### src/tbt_pkg.sv
// ----------------------------------------------------------------------------
// tbt_pkg
// shared types and codes for the timer bank: modes, timer states and the
// control word that steers the update stage
// ----------------------------------------------------------------------------
package tbt_pkg;

  localparam int unsigned ModeWidth   = 2;
  localparam int unsigned IndexWidth  = 8;
  localparam int unsigned EndWidth    = 16;
  localparam int unsigned StatusWidth = 2;

  typedef enum logic [ModeWidth-1:0] {
    MODE_TICK  = 2'd0,
    MODE_START = 2'd1,
    MODE_STOP  = 2'd2,
    MODE_QUERY = 2'd3
  } mode_e;

  typedef enum logic [StatusWidth-1:0] {
    ST_OFF     = 2'd0,
    ST_STOPPED = 2'd1,
    ST_RUNNING = 2'd2,
    ST_REACHED = 2'd3
  } status_e;

  // what the update stage needs to know about the word in flight
  typedef struct packed {
    mode_e                 mode;
    logic                  target;
    logic [EndWidth-1:0]   end_value;
  } upd_ctrl_t;

endpackage

### src/tbt_cell.sv
// ----------------------------------------------------------------------------
// tbt_cell
// one ring position: holds a timer's state and hands it on when the ring turns
// ----------------------------------------------------------------------------
module tbt_cell #(
  parameter int unsigned COUNT_WIDTH = 16
) (
  input  logic                     clk_i,
  input  logic                     rst_ni,
  input  logic                     shift_i,
  input  tbt_pkg::status_e         status_i,
  input  logic [COUNT_WIDTH-1:0]   count_i,
  input  logic [COUNT_WIDTH-1:0]   limit_i,
  output tbt_pkg::status_e         status_o,
  output logic [COUNT_WIDTH-1:0]   count_o,
  output logic [COUNT_WIDTH-1:0]   limit_o
);
  import tbt_pkg::*;

  status_e                  status_q;
  logic [COUNT_WIDTH-1:0]   count_q;
  logic [COUNT_WIDTH-1:0]   limit_q;

  always_ff @(posedge clk_i or negedge rst_ni) begin
    if (!rst_ni) begin
      status_q <= ST_OFF;
    end else if (shift_i) begin
      status_q <= status_i;
    end
  end

  // count and limit are only read once a start has written them
  always_ff @(posedge clk_i) begin
    if (shift_i) begin
      count_q <= count_i;
      limit_q <= limit_i;
    end
  end

  assign status_o = status_q;
  assign count_o  = count_q;
  assign limit_o  = limit_q;

endmodule

### src/tbt_update.sv
// ----------------------------------------------------------------------------
// tbt_update
// applies the current word to the timer passing the head of the ring
// ----------------------------------------------------------------------------
module tbt_update #(
  parameter int unsigned COUNT_WIDTH = 16
) (
  input  tbt_pkg::upd_ctrl_t       ctrl_i,
  input  tbt_pkg::status_e         status_i,
  input  logic [COUNT_WIDTH-1:0]   count_i,
  input  logic [COUNT_WIDTH-1:0]   limit_i,
  output tbt_pkg::status_e         status_o,
  output logic [COUNT_WIDTH-1:0]   count_o,
  output logic [COUNT_WIDTH-1:0]   limit_o
);
  import tbt_pkg::*;

  logic [COUNT_WIDTH-1:0] count_inc;

  assign count_inc = count_i + COUNT_WIDTH'(1);

  always_comb begin
    status_o = status_i;
    count_o  = count_i;
    limit_o  = limit_i;
    case (ctrl_i.mode)
      MODE_TICK: begin
        if (status_i == ST_RUNNING) begin
          count_o = count_inc;
          if (count_inc >= limit_i) begin
            status_o = ST_REACHED;
          end
        end
      end
      MODE_START: begin
        if (ctrl_i.target) begin
          count_o  = '0;
          limit_o  = COUNT_WIDTH'(ctrl_i.end_value);
          status_o = ST_RUNNING;
        end
      end
      MODE_STOP: begin
        if (ctrl_i.target) begin
          status_o = ST_STOPPED;
        end
      end
      default: begin
      end
    endcase
  end

endmodule

### src/timer_bank_tick_top.sv
// ----------------------------------------------------------------------------
// timer_bank_tick_top
// bank of one-shot timers kept in a rotating ring of cells
// ----------------------------------------------------------------------------
// usage:
//   input channel (in_valid_i / in_stall_o) takes one word: mode, timer index
//   and end value. output channel (out_valid_o / out_stall_i) returns one
//   word per input word: the indexed timer's status after the step.
//   the timers sit in a ring of NUM_TIMERS cells; a word is applied while
//   the ring turns once, one timer passing the update stage per cycle, save
//   that it holds at its final step while the output register is full.
//   the result is written into the output register at the edge ending the pass.
//   in_stall_o is high for the whole pass, so the next word is taken after
//   the pass at the earliest: no new word is taken while a pass runs.
//   a new word may be taken while the last result still waits; if the
//   receiver still stalls when the next pass ends, the ring holds at its
//   final step until the output register frees up.
//   reset sets every timer off at once; no clearing pass is needed.
//   out of range indexes report off, ticks still advance the whole bank.
// ----------------------------------------------------------------------------
module timer_bank_tick_top #(
  parameter int unsigned NUM_TIMERS  = 16,
  parameter int unsigned COUNT_WIDTH = 16
) (
  input  logic                                clk_i,
  input  logic                                rst_ni,
  input  logic                                in_valid_i,
  output logic                                in_stall_o,
  input  logic [tbt_pkg::ModeWidth-1:0]       mode_i,
  input  logic [tbt_pkg::IndexWidth-1:0]      timer_index_i,
  input  logic [tbt_pkg::EndWidth-1:0]        end_value_i,
  output logic                                out_valid_o,
  input  logic                                out_stall_i,
  output logic [tbt_pkg::StatusWidth-1:0]     timer_status_o
);
  import tbt_pkg::*;

  localparam int unsigned StepWidth = (NUM_TIMERS > 1) ? $clog2(NUM_TIMERS) : 1;
  localparam logic [StepWidth-1:0] LastStep = StepWidth'(NUM_TIMERS - 1);

  // control
  logic                   busy_q, busy_d;
  logic [StepWidth-1:0]   step_q, step_d;
  mode_e                  mode_q;
  logic [IndexWidth-1:0]  idx_q;
  logic                   idx_ok_q;
  logic [EndWidth-1:0]    end_q;
  status_e                res_q;
  logic                   out_valid_q, out_valid_d;
  status_e                status_out_q;

  logic                   in_accept;
  logic                   out_free;
  logic                   last_step;
  logic                   shift;
  logic                   head_hit;
  upd_ctrl_t              upd_ctrl;

  // ring
  status_e                ring_status [NUM_TIMERS];
  logic [COUNT_WIDTH-1:0] ring_count  [NUM_TIMERS];
  logic [COUNT_WIDTH-1:0] ring_limit  [NUM_TIMERS];
  status_e                upd_status;
  logic [COUNT_WIDTH-1:0] upd_count;
  logic [COUNT_WIDTH-1:0] upd_limit;

  assign in_stall_o = busy_q;
  assign in_accept  = in_valid_i && !busy_q;
  assign out_free   = !out_valid_q || !out_stall_i;
  assign last_step  = (step_q == LastStep);
  assign shift      = busy_q && (!last_step || out_free);
  assign head_hit   = idx_ok_q && (step_q == idx_q[StepWidth-1:0]);

  assign upd_ctrl.mode      = mode_q;
  assign upd_ctrl.target    = head_hit;
  assign upd_ctrl.end_value = end_q;

  tbt_update #(
    .COUNT_WIDTH(COUNT_WIDTH)
  ) u_update (
    .ctrl_i  (upd_ctrl),
    .status_i(ring_status[0]),
    .count_i (ring_count[0]),
    .limit_i (ring_limit[0]),
    .status_o(upd_status),
    .count_o (upd_count),
    .limit_o (upd_limit)
  );

  // cell i takes from cell i+1; the updated head entry goes to the tail
  for (genvar i = 0; i < NUM_TIMERS; i++) begin : g_ring
    if (i == NUM_TIMERS - 1) begin : g_tail
      tbt_cell #(
        .COUNT_WIDTH(COUNT_WIDTH)
      ) u_cell (
        .clk_i   (clk_i),
        .rst_ni  (rst_ni),
        .shift_i (shift),
        .status_i(upd_status),
        .count_i (upd_count),
        .limit_i (upd_limit),
        .status_o(ring_status[i]),
        .count_o (ring_count[i]),
        .limit_o (ring_limit[i])
      );
    end else begin : g_body
      tbt_cell #(
        .COUNT_WIDTH(COUNT_WIDTH)
      ) u_cell (
        .clk_i   (clk_i),
        .rst_ni  (rst_ni),
        .shift_i (shift),
        .status_i(ring_status[i+1]),
        .count_i (ring_count[i+1]),
        .limit_i (ring_limit[i+1]),
        .status_o(ring_status[i]),
        .count_o (ring_count[i]),
        .limit_o (ring_limit[i])
      );
    end
  end

  always_comb begin
    busy_d      = busy_q;
    step_d      = step_q;
    out_valid_d = out_valid_q && out_stall_i;
    if (in_accept) begin
      busy_d = 1'b1;
      step_d = '0;
    end else if (shift) begin
      if (last_step) begin
        busy_d      = 1'b0;
        step_d      = '0;
        out_valid_d = 1'b1;
      end else begin
        step_d = step_q + StepWidth'(1);
      end
    end
  end

  always_ff @(posedge clk_i or negedge rst_ni) begin
    if (!rst_ni) begin
      busy_q      <= 1'b0;
      step_q      <= '0;
      out_valid_q <= 1'b0;
    end else begin
      busy_q      <= busy_d;
      step_q      <= step_d;
      out_valid_q <= out_valid_d;
    end
  end

  always_ff @(posedge clk_i) begin
    if (in_accept) begin
      mode_q   <= mode_e'(mode_i);
      idx_q    <= timer_index_i;
      idx_ok_q <= ({1'b0, timer_index_i} < (IndexWidth+1)'(NUM_TIMERS));
      end_q    <= end_value_i;
      res_q    <= ST_OFF;
    end else if (shift && head_hit) begin
      res_q <= upd_status;
    end
    // the indexed timer may be the last one through the update stage
    if (shift && last_step) begin
      status_out_q <= head_hit ? upd_status : res_q;
    end
  end

  assign out_valid_o    = out_valid_q;
  assign timer_status_o = status_out_q;

`ifndef NO_ASSERTIONS
  a_accept_starts_pass: assert property (@(posedge clk_i) disable iff (!rst_ni)
    in_accept |=> busy_q && (step_q == '0))
    else $error("accepted word did not start a pass");

  a_result_from_pass: assert property (@(posedge clk_i) disable iff (!rst_ni)
    $rose(out_valid_o) |-> $past(busy_q) && $past(last_step))
    else $error("result appeared without a finished pass");

  a_idle_step_zero: assert property (@(posedge clk_i) disable iff (!rst_ni)
    !busy_q |-> (step_q == '0))
    else $error("step counter moved while idle");

  a_hold_when_blocked: assert property (@(posedge clk_i) disable iff (!rst_ni)
    (busy_q && last_step && out_valid_q && out_stall_i) |=> busy_q && last_step)
    else $error("pass ended while output register was full");
`endif

endmodule

### config.mk
export PLATFORM = sky130hd
export DESIGN_NAME = timer_bank_tick_top
export DESIGN_NICKNAME = d
export VERILOG_FILES = /design/src/tbt_pkg.sv /design/src/tbt_cell.sv /design/src/tbt_update.sv /design/src/timer_bank_tick_top.sv
export SDC_FILE = /design/constraint.sdc
export NUM_CORES = 1
export LEC_CHECK = 0
export ABC_AREA = 1
export BUFFER_PORTS_ARGS = -buffer_cell sky130_fd_sc_hd__buf_2
export CORE_UTILIZATION = 32
export CTS_BUF_LIST = sky130_fd_sc_hd__clkbuf_4
export CTS_CLUSTER_SIZE = 25
export DETAILED_ROUTE_END_ITERATION = 8
export SETUP_SLACK_MARGIN = 0.5
export SYNTH_ARGS = -nofsm -noshare
export SYNTH_HDL_FRONTEND = slang
export SYNTH_HIERARCHICAL = 1
export SYNTH_SLANG_ARGS = --single-unit
export TNS_END_PERCENT = 1
### constraint.sdc
create_clock -name clk_i -period 7.7 [get_ports clk_i]
set_clock_uncertainty 0.05 [all_clocks]
set_input_delay 0.385 -clock clk_i [delete_from_list [all_inputs] [get_ports clk_i]]
set_output_delay 0.385 -clock clk_i [all_outputs]
set_load 0.01 [all_outputs]
[After elaboration in Yosys (flattened, before gate mapping)]
Index checks and enable logic that the tools add are counted.
Operators by class
  muxes and demuxes: 20
  shift operators: 0
  $lt $le $gt $ge: 2
  $add $sub $neg: 2
  reduce and logical (&&, ||, !) cells: 16
  equal/unequal tests: 5
  bitwise gates (word level): 0
  multipliers: 0
  divide/modulo/power cells: 0
Operators with widths (count)
  $mux 16: 4
  $pmux 16 s2: 1
  $add 16x1->16 const B: 1
  $ge 16x16->1: 1
  $mux 4: 3
  $mux 2: 5
  $lt 8x5->1 const B: 1
  $logic_and 1x1->1: 6
  $mux 1: 6
  $pmux 2 s3: 1
  $add 4x1->4 const B: 1
  $eq 2x2->1 const B: 2
  $eq 4x4->1: 1
  $eq 4x4->1 const B: 1
  $logic_not 1->1: 4
  $reduce_bool 2->1: 2
  $eq 2x1->1 const B: 1
  $logic_not 2->1: 1
  $logic_or 1x1->1: 2
  $reduce_and 2->1: 1
Storage, ports and cells
  memory bits (read-only): 0
  bits in latches: 0
  register bits: 577
  logic and storage cells: 102
  memories: 0
  memory bits (writable): 0

[Depth between registers and ports, before layout]
  depth after elaboration: 6
  gate-level depth with buffers: 23

[Hierarchy]
Netlist, hierarchy kept.
Modules (own cells, without submodules)
  tbt_cell: area each 1037.2 µm², sequential area each 1011.0 µm², cells each 41, instances 16
  tbt_update: area each 1392.6 µm², sequential area each 0.0 µm², cells each 267, instances 1
  timer_bank_tick_top: area each 1311.3 µm², sequential area each 940.9 µm², cells each 107, instances 1

[Worst setup path after synthesis]
Ideal clock, no wire load.
  kind: reg-to-reg
  start point: reg step_q[0]
  end point: reg status_out_q[0], in the netlist timer_status_o[0], enable pin
  stages on the path, launching flop included: 7
  arrival: 5563 ps
  path slack: 1747 ps
  data required time: 7310 ps
  path buffers: 0
  period minus slack after synthesis: 5953 ps
  cells stage by stage: dfrtp_1 -> ha_1 -> nand3_1 -> nand2_2 -> nand2_4 -> clkinv_2 -> nor2_1
On the way
  word-level cells in the longest chain between the ends: 5
RTL lines
  from (decl): line timer_bank_tick_top.sv:43  | logic [StepWidth-1:0] step_q, step_d;
  from (signal assigned): line timer_bank_tick_top.sv:148  | step_q <= step_d;
  $eq 4x4->1: line timer_bank_tick_top.sv:70  | assign last_step = (step_q == LastStep);
  $logic_not 1->1: line timer_bank_tick_top.sv:71  | assign shift = busy_q && (!last_step || out_free);
  $logic_or 1x1->1: line timer_bank_tick_top.sv:71
  $logic_and 1x1->1: line timer_bank_tick_top.sv:71
  named net shift: line timer_bank_tick_top.sv:55  | logic shift;
  $logic_and 1x1->1: line timer_bank_tick_top.sv:164  | if (shift && last_step) begin
  to (signal assigned): line timer_bank_tick_top.sv:165  | status_out_q <= head_hit ? upd_status : res_q;
  to (decl): line timer_bank_tick_top.sv:50  | status_e status_out_q;
The timed path passes the listed nets, and every way through them passes these cells.
A chain may end at the register's enable or synchronous reset.

[Worst setup path after layout]
  start point: reg g_ring[0].g_body.u_cell.count_q[0]
  end point: reg status_out_q[0], in the netlist timer_status_o[0], data pin
On the way
  word-level cells in the longest chain between the ends: 6
RTL lines
  from (decl): line tbt_cell.sv:21  | logic [COUNT_WIDTH-1:0] count_q;
  from (signal assigned): line tbt_cell.sv:35  | count_q <= count_i;
  $add 16x1->16: line tbt_update.sv:20  | assign count_inc = count_i + COUNT_WIDTH'(1);
  $ge 16x16->1: line tbt_update.sv:30  | if (count_inc >= limit_i) begin
  $mux 2: line tbt_update.sv:30
  $mux 2: line tbt_update.sv:28  | if (status_i == ST_RUNNING) begin
  $pmux 2 s3: line tbt_update.sv:26  | case (ctrl_i.mode)
  named net upd_status[0]: line timer_bank_tick_top.sv:63  | status_e upd_status;
  $mux 2: line timer_bank_tick_top.sv:165
The timed path passes the listed nets, and every way through them passes these cells.

==> metrics.txt <==
Synth Area in Adders=0.0117; Worst slew margin=0.307; number of H-tree levels=4; crit path DAT=3.65 ns; XOR/XNOR share of the synthesized area=0.00408; CP Launch Type=register; DIE AREA=61300 sq um; post-synth net total=1078; Synth Flop Type=edfxtp_1; Tcrit/Tclk final=0.408; asr flop ratio synth=0.0659; Hold WC Path Type=in2async; synthesis-stage register bit count=577; CTS Buffer Depth=3; Detailed Route Iter0 Violations=710; pre-CTS setup slack=4.62 ns; VDD IR max=0.000168 V; Synth Area in Simple Gates=0.0598; post-synthesis sequential area ratio=0.887; WP data required=8.21 ns; overall routing resource usage=0.102; achievable clock frequency=0.319 GHz; fillers=5468; Post-Syn Instances=1030; clk sink count=577; setup violators final=0; max-cap violation count=0; Post-synth EDFFs=537; # IOs=34; placer's final routability congestion estimate=0.795; RSZ-0062 raised after global routing=false; Max Fanout on Critical Path=9; cts bufs inserted=142; first-pass GRT wire length=47800 um; leakage=8.36 nW; cells on worst reg2reg path=19; Post-DP HPWL=16200 um; synthesized area per cell=18.7 sq um; initial antenna violation count=1; worst slew pin tran=1.04 ns; status=finished clean; layout cells sized above 1=0.213; Initial Util=0.325; antenna-violating nets left=0; Core Area=59400 sq um; Clock Latency Late Sink=0.81 ns; post-synthesis mux area share=0.000583; register area=17100 sq um; Root Buffer Master=clkbuf_4; final worst slack=4.56 ns; largest net degree at the start of global routing=161; Total Wirelength=30100 um; Pre-Repair DR Iteration Count=5; area occupied by multi-input gates=1850 sq um; Setup CP Type=reg2reg; DRC=0; Power per Cell Area=360 nW/um^2; post-CTS setup buffers=0; critical path endpoint category=register; vias in the first global route=9174; CTS tree=yes; die width=248 um; total negative slack=0 ns; total gr overflow=0; final hold violation count=0; via/cell ratio=4.24; synthesized cell area=19300 sq um; routed vias=8920; fin area=22600 sq um; fin. max-slew vios=0; placed cell areas=20500 sq um; synth unique cells=33; Die Y=248 um; Layout Nets=1285; warning count from the yosys run=6; drt wl/cell=14.3 um; crit path time final=3.14 ns; Worst-path clk slew=0.07 ns; Layout area overhead=17.1%; IO buf count=33; post-layout util=0.381; Rows=89; Compound-Gate Fraction of Synth Area=0.0190; largest family of logic cells by synthesized area=simple AND/OR/NAND/NOR gates
==> cells by family after synthesis <==
| family | count (synthesis) |
|---|---|
| flops | 577 |
| simple gates | 267 |
| buf+inv | 91 |
| compound gates | 67 |
| fa+ha+maj | 18 |
| xor+xnor | 9 |
| mux | 1 |
==> final timing paths <==
kind / start / endpoint / slack, ns
worst max-delay path: g_ring[0].g_body.u_cell/count_o[0]$_DFFE_PP_ / timer_status_o[0]$_DFFE_PP_ / 4.56
worst min-delay path: rst_ni / g_ring[15].g_tail.u_cell/status_o[1]$_DFFE_PN0P_ / 0.18
worst max register to register: g_ring[0].g_body.u_cell/count_o[0]$_DFFE_PP_ / timer_status_o[0]$_DFFE_PP_ / 4.56
worst min register to register: g_ring[8].g_body.u_cell/limit_o[8]$_DFFE_PP_ / g_ring[7].g_body.u_cell/limit_o[8]$_DFFE_PP_ / 0.35
max in group asynchronous: rst_ni / g_ring[1].g_body.u_cell/status_o[1]$_DFFE_PN0P_ / 6.87
min in group clk_i: timer_index_i[3] / idx_q[3]$_DFFE_PP_ / 0.23
==> final cells by class <==
| cell class | instances | share of cell area |
|---|---|---|
| Antenna cell | 1 | 0.000111 |
| Inverter | 87 | 0.0145 |
| Sequential cell | 577 | 0.757 |
| Clock inverter | 34 | 0.0142 |
| Clock buffer | 202 | 0.0671 |
| Multi-Input combinational cell | 362 | 0.0818 |
| Tap cell | 773 | 0.0428 |
| Timing Repair Buffer | 67 | 0.0221 |
==> cell usage in the layout (no fill, tap or decap), types with 9 or more instances in the layout <==
| cell | n |
|---|---|
| a21oi_1 | 32 |
| buf_2 | 33 |
| clkbuf_4 | 202 |
| clkinv_1 | 21 |
| dfrtp_1 | 38 |
| dlygate4sd3_1 | 27 |
| edfxtp_1 | 537 |
| ha_1 | 18 |
| inv_1 | 82 |
| nand2_1 | 188 |
| nand3_1 | 15 |
| nor2_1 | 31 |
| o21ai_0 | 15 |
| xor2_1 | 9 |
==> synthesized netlist by cell type, types with 6 or more instances <==
master,count,area share
dfrtp_1,38,0.049
nor2_1,32,0.0062
nand4_1,7,0.0023
edfxtp_1,537,0.84
nand2_1,188,0.037
o21ai_0,15,0.0039
o21ai_1,6,0.0016
ha_1,18,0.012
nand3_1,15,0.0039
a21oi_1,32,0.0083
xor2_1,9,0.0041
inv_1,82,0.016
nor2_2,6,0.0019
==> timing repair <==
action | in CTS | in global routing
hold buffers | 27 | 0
endpoints found under the hold margin | 68 | 0
resized for setup | 0 | 0
==> where the power goes <==
| group | switching [mW] | leakage [nW] | internal (mW) | total [mW] |
|---|---|---|---|---|
| clock network | 1.14 | 1.08 | 1.43 | 2.57 |
| registers | 0.316 | 5.39 | 4.52 | 4.84 |
| logic | 0.514 | 1.88 | 0.210 | 0.723 |
| total | 1.97 | 8.36 | 6.17 | 8.13 |
==> stage by stage <==
stage | total power, mW | hold WS [ns] | instances
CTS | 8.28 | 0.0761 | 2102
detailed placement | 5.61 | 0.355 | 1839
floorplan | 5.31 | 0.0394 | 1030
global route | 8.60 | 0.131 | 2103
global placement | 5.57 | 0.351 | 1839
finish | 8.13 | 0.176 | 2103
==> worst max-delay path, cell delays in order, from the launching register on <==
cell and delay (ns):
edfxtp_1 0.55, ha_1 0.25, nand2_1 0.09, nor2_2 0.20, nand2_2 0.14, nor2_4 0.13
nand2_1 0.06, nand2_1 0.08, nand2_1 0.07, ha_1 0.27, nand2_1 0.11, o21ai_0 0.12
a21oi_1 0.23, nand2_1 0.10, nand2_1 0.06, nand2_1 0.04, nand2_1 0.06, nand3_1 0.10
inv_1 0.09, o21ai_1 0.08
==> per-layer routing <==
layer | GRT usage | routed length, um | vias to the layer above
met4 | 0.0503 | 803 | 0
met5 | 0 | 0 | -
li1 | - | - | 4247
met1 | 0.139 | 14600 | 4406
met3 | 0.0389 | 1700 | 64
met2 | 0.141 | 13100 | 203
==> state kept, by name (all words and copies together) (netlist names), 4 cells and up <==
signal	cells
g_ring.g_body.u_cell/limit_o	240
g_ring.g_body.u_cell/count_o	240
g_ring.g_tail.u_cell/limit_o	16
g_ring.g_tail.u_cell/count_o	16
step_q	4
end_q	16
g_ring.g_body.u_cell/status_o	30
idx_q	4
No activity file was read; power rests on OpenSTA's default activity.
